### config.mk
export PLATFORM = sky130hd
export DESIGN_NAME = rim_mod_unit
export DESIGN_NICKNAME = d
export VERILOG_FILES = /design/src/hw/rtl/rim_mod_unit.sv
export SDC_FILE = /design/constraint.sdc
export NUM_CORES = 1
export LEC_CHECK = 0
export ABC_CLOCK_PERIOD_IN_PS = 1600
export BUFFER_PORTS_ARGS = -buffer_cell sky130_fd_sc_hd__buf_2
export CORE_ASPECT_RATIO = 1.2
export CORE_UTILIZATION = 43
export CTS_BUF_LIST = sky130_fd_sc_hd__clkbuf_4 sky130_fd_sc_hd__clkbuf_8
export DETAILED_ROUTE_END_ITERATION = 8
export MAX_ROUTING_LAYER = met4
export SYNTH_ARGS = -nofsm -noshare
export SYNTH_HDL_FRONTEND = slang
export SYNTH_SLANG_ARGS = --single-unit
### constraint.sdc
create_clock -name i_clk -period 1.6 [get_ports i_clk]
set_input_delay 0.48 -clock i_clk [delete_from_list [all_inputs] [get_ports i_clk]]
set_output_delay 0.48 -clock i_clk [all_outputs]
set_load 0.01 [all_outputs]
### src/hw/rtl/rim_mod_unit.sv
`timescale 1ns / 1ps
// ----------------------------------------------------------------------------
// rim_mod_unit
// Page-size alignment check of a 32-bit length by reciprocal multiplication.
// ----------------------------------------------------------------------------
// A start loads the length into a register. The quotient by the page size is
// then registered, formed with a rounded-up reciprocal, which is exact for every
// 32-bit length. The quotient is then multiplied back and compared with the
// length. Done pulses with the registered remainder flag, and the flag holds
// until the next check.
module rim_mod_unit #(
    parameter int PAGE_BYTES = 4096
) (
    input  logic        i_clk,
    input  logic        i_rst_n,
    input  logic        i_start,
    input  logic [31:0] i_value,
    output logic        o_done,
    output logic        o_rem_nz
);

    localparam int SH = $clog2(PAGE_BYTES);
    localparam logic [63:0] RECIP64 =
        ((64'd1 << (32 + SH)) + 64'(PAGE_BYTES) - 64'd1) / 64'(PAGE_BYTES);
    localparam logic [32:0] RECIP = RECIP64[32:0];
    localparam logic [16:0] PG    = 17'(PAGE_BYTES);

    logic        r_mul;
    logic        r_chk;
    logic        r_done;
    logic [31:0] r_val;
    logic [31:0] r_quo;
    logic        r_nz;
    logic [64:0] w_prod;
    logic [64:0] w_quo;
    logic [48:0] w_back;

    // Quotient by reciprocal, then multiply back
    always_comb begin
        w_prod = 65'(r_val) * 65'(RECIP);
        w_quo  = w_prod >> (32 + SH);
        w_back = 49'(r_quo) * 49'(PG);
    end

    // Step the sequence: multiply, check, done
    always_ff @(posedge i_clk) begin
        if (!i_rst_n) begin
            r_mul  <= 1'b0;
            r_chk  <= 1'b0;
            r_done <= 1'b0;
        end else begin
            r_mul  <= i_start;
            r_chk  <= r_mul;
            r_done <= r_chk;
        end
    end

    // Advance the datapath
    always_ff @(posedge i_clk) begin
        if (i_start) begin
            r_val <= i_value;
        end
        if (r_mul) begin
            r_quo <= w_quo[31:0];
        end
        if (r_chk) begin
            r_nz <= (w_back != 49'(r_val));
        end
    end

    assign o_done   = r_done;
    assign o_rem_nz = r_nz;

endmodule

==> results.py <==
metrics = {
    "outcome": {
        "status": "finished, final reports clean",
    },
    "yosys": {
        "synth_fp_nets": 125,
        "synth-seq-area-share_pct": 85.55,
        "synth_seq_cells": 56,
        "syn_area_um2": 1931,
        "synth.avg_cell_area_um2": 21.45,
        "ys_types": 9,
        "ys_warn_count": 0,
        "synthCells": 90,
    },
    "worst_setup_path": {
        "r2r-start": "r_val[29]$_DFFE_PP_",
        "setup.worst_path.end_class": "flip-flop",
        "required_ns": 1.64,
        "crit_type": "flip-flop to flip-flop",
        "rr_endpoint": "o_rem_nz$_DFFE_PP_",
        "rr_worst_depth": 4,
        "cp_max_fo": 2,
        "arrival_ns": 1.44,
        "critical_path.startpoint_type": "flip-flop",
        "rrSetupSlack_ns": 0.19,
    },
    "detailed_routing": {
        "num_vias": 890,
        "antenna_left": 0,
        "dr.pass1.iters": 3,
        "remaining_drc_errors": 0,
        "postRouteWirelength_um": 2647,
        "via_per_inst": 4.635,
        "routedWlPerCell_um": 13.79,
        "initialDrtViolationCount": 40,
    },
    "timing": {
        "clock_skew_ns": 0.006237,
        "finalCritPeriodShare_pct": 87.99,
        "fmax_mhz": 710.3,
        "min_period_ns": 1.408,
        "finalSetupViolations": 0,
        "finalMaxSlewViolations": 0,
        "worstMarginPinSlew_ns": 0.3626,
        "tns_ns": 0,
        "rsz0062_at_grt": "false",
        "relSlewSlack_pct": 75.61,
        "finalHoldViolations": 0,
    },
    "die": {
        "fp.dieArea_um2": 4763,
        "core_um2": 4294,
        "die_h_um": 75.40,
        "ios": 37,
        "initial_core_util_pct": 44.96,
        "die_width_um": 63.17,
        "rows": 26,
    },
    "cells_and_area": {
        "fin_area_um2": 2320,
        "seq_area_um2": 1652,
        "n_fill_cell": 386,
        "areaGrowthSynthToFinish_pct": 20.16,
        "finalNetCount": 170,
        "drive_gt1_share_pct": 36.03,
        "final_cells": 192,
        "antenna_cells": 0,
        "fin_util_pct": 54.02,
        "multi_input_area_um2": 279.0,
    },
    "global_routing": {
        "grt_pass1_wl_um": 4236,
        "grt_start_max_net_pins": 34,
        "grt_usage_pct": 12.96,
        "antenna_found_initial": 0,
        "grt_pass1_vias": 947,
        "grt.overflow.total": 0,
    },
    "pwr": {
        "p_sw_share_pct": 18.81,
        "p_comb_share_pct": 5.0,
        "ir_drop_uv": 620.6,
        "power_density_nw_per_um2": 1216,
        "p_leak_nw": 0.8344,
        "power_mw": 2.821,
        "p_int_mw": 2.290,
        "p_seq_share_pct": 63.3,
        "pwr-share-clk_pct": 31.7,
        "switchingPower_mw": 0.5305,
    },
    "clocking": {
        "numCtsBuffers": 5,
        "worstSkewPairLatency_ns": 0.30,
        "postCtsHoldBufs": 0,
        "htree_levels": 2,
        "clk_path_buf_depth": 2,
        "cts_tree": "done",
        "cts.repair.resized": 0,
        "cts_num_sinks": 56,
        "post_cts_buffers": 0,
        "cts-root-buf": "clkbuf_8",
        "clk_pin_slew_worst_paths_ns": 0.09,
    },
    "place": {
        "post_dp_cell_area_um2": 2208,
        "gp_congestion": 0.6955,
        "dp.cells": 184,
        "portBuffers": 36,
    },
    "worst_hold_path": {
        "hold_depth": 1,
        "hold-path-endpoint": "r_val[31]$_DFFE_PP_",
        "hold_path_startpoint": "i_value[31]",
        "worstHoldPathType": "input pin to flip-flop",
    },
    "run": {
        "maxCapViolCount": 0,
    },
}
cells in the final DEF, fill, tap and decap left out, drive strengths merged:
master	synthesis	final
bufinv	0	1
xnor2	9	9
nand4	4	4
dfxtp	3	3
nor4	6	6
edfxtp	53	53
xor2	11	11
and2	3	3
buf	0	38
clkbuf	0	6
nor2	1	1
clkinv	0	1
flip-flops by register name (all words and copies together), names as in the netlist:
name,count
r_val,32
r_quo,20
o_done,1
o_rem_nz,1
r_chk,1
r_mul,1
critical path: stages (launching register included):
cell	delay, ns
edfxtp_1	0.41
xnor2_1	0.20
nand4_1	0.12
nor4_1	0.30
nand4_1	0.13
worst max-delay path by stage:
stage	start	endpoint	slack, ns
floorplan	r_val[27]$_DFFE_PP_	o_rem_nz$_DFFE_PP_	0.44
global placement	r_val[29]$_DFFE_PP_	o_rem_nz$_DFFE_PP_	0.21
detailed placement	r_val[29]$_DFFE_PP_	o_rem_nz$_DFFE_PP_	0.16
CTS	r_val[29]$_DFFE_PP_	o_rem_nz$_DFFE_PP_	0.15
global route	r_val[29]$_DFFE_PP_	o_rem_nz$_DFFE_PP_	0.1
finish	r_val[29]$_DFFE_PP_	o_rem_nz$_DFFE_PP_	0.19
kinds of logic after synthesis:
kind of cell / synth area share (%)
flops: 85.55
xor+xnor: 9.073
simple gates: 5.379
routing by layer:
metal	vias up	track usage (%)	share of wire (%)
li1	435	-	-
met4	0	5.426	0.53
met3	2	4.940	5.7
met5	-	-	0
met2	29	22.70	54
met1	424	13.08	40
stage by stage:
| stage | hold slack [ns] | setup WS [ns] |
|---|---|---|
| after detailed placement | 0.4532 | 0.1640 |
| after floorplan | 0.4268 | 0.4424 |
| after global placement | 0.4508 | 0.2092 |
| after CTS | 0.3381 | 0.1464 |
| after global routing | 0.3256 | 0.09948 |
| final | 0.3502 | 0.1921 |
cell usage after synthesis, drive strengths merged:
cell	instances	share of area [%]
nor2	1	0.19
nand4	4	1.3
dfxtp	3	3.1
edfxtp	53	82
xor2	11	5.0
nor4	6	2.9
xnor2	9	4.1
and2	3	0.97
final cells by class:
type                    count  share of cell area, %
clock buffers               6                  3.290
repair buffers             38                  8.954
flip-flops and latches     56                  71.20
well taps                  56                  3.021
multi-input cells          34                  12.03
clock inverters             2                  1.510
power by group through the flow:
| stage | Clock [mW] | Sequential, mW | Combinational, mW |
|---|---|---|---|
| 6_report | 0.893 | 1.79 | 0.141 |
| 2_1_floorplan | 0 | 1.81 | 0.0605 |
| 4_1_cts | 0.923 | 1.79 | 0.145 |
| 3_3_place_gp | 0 | 1.81 | 0.140 |
| 3_5_place_dp | 0 | 1.82 | 0.144 |
| 5_1_grt | 0.982 | 1.80 | 0.159 |
Power figures use the tool's default switching activity.
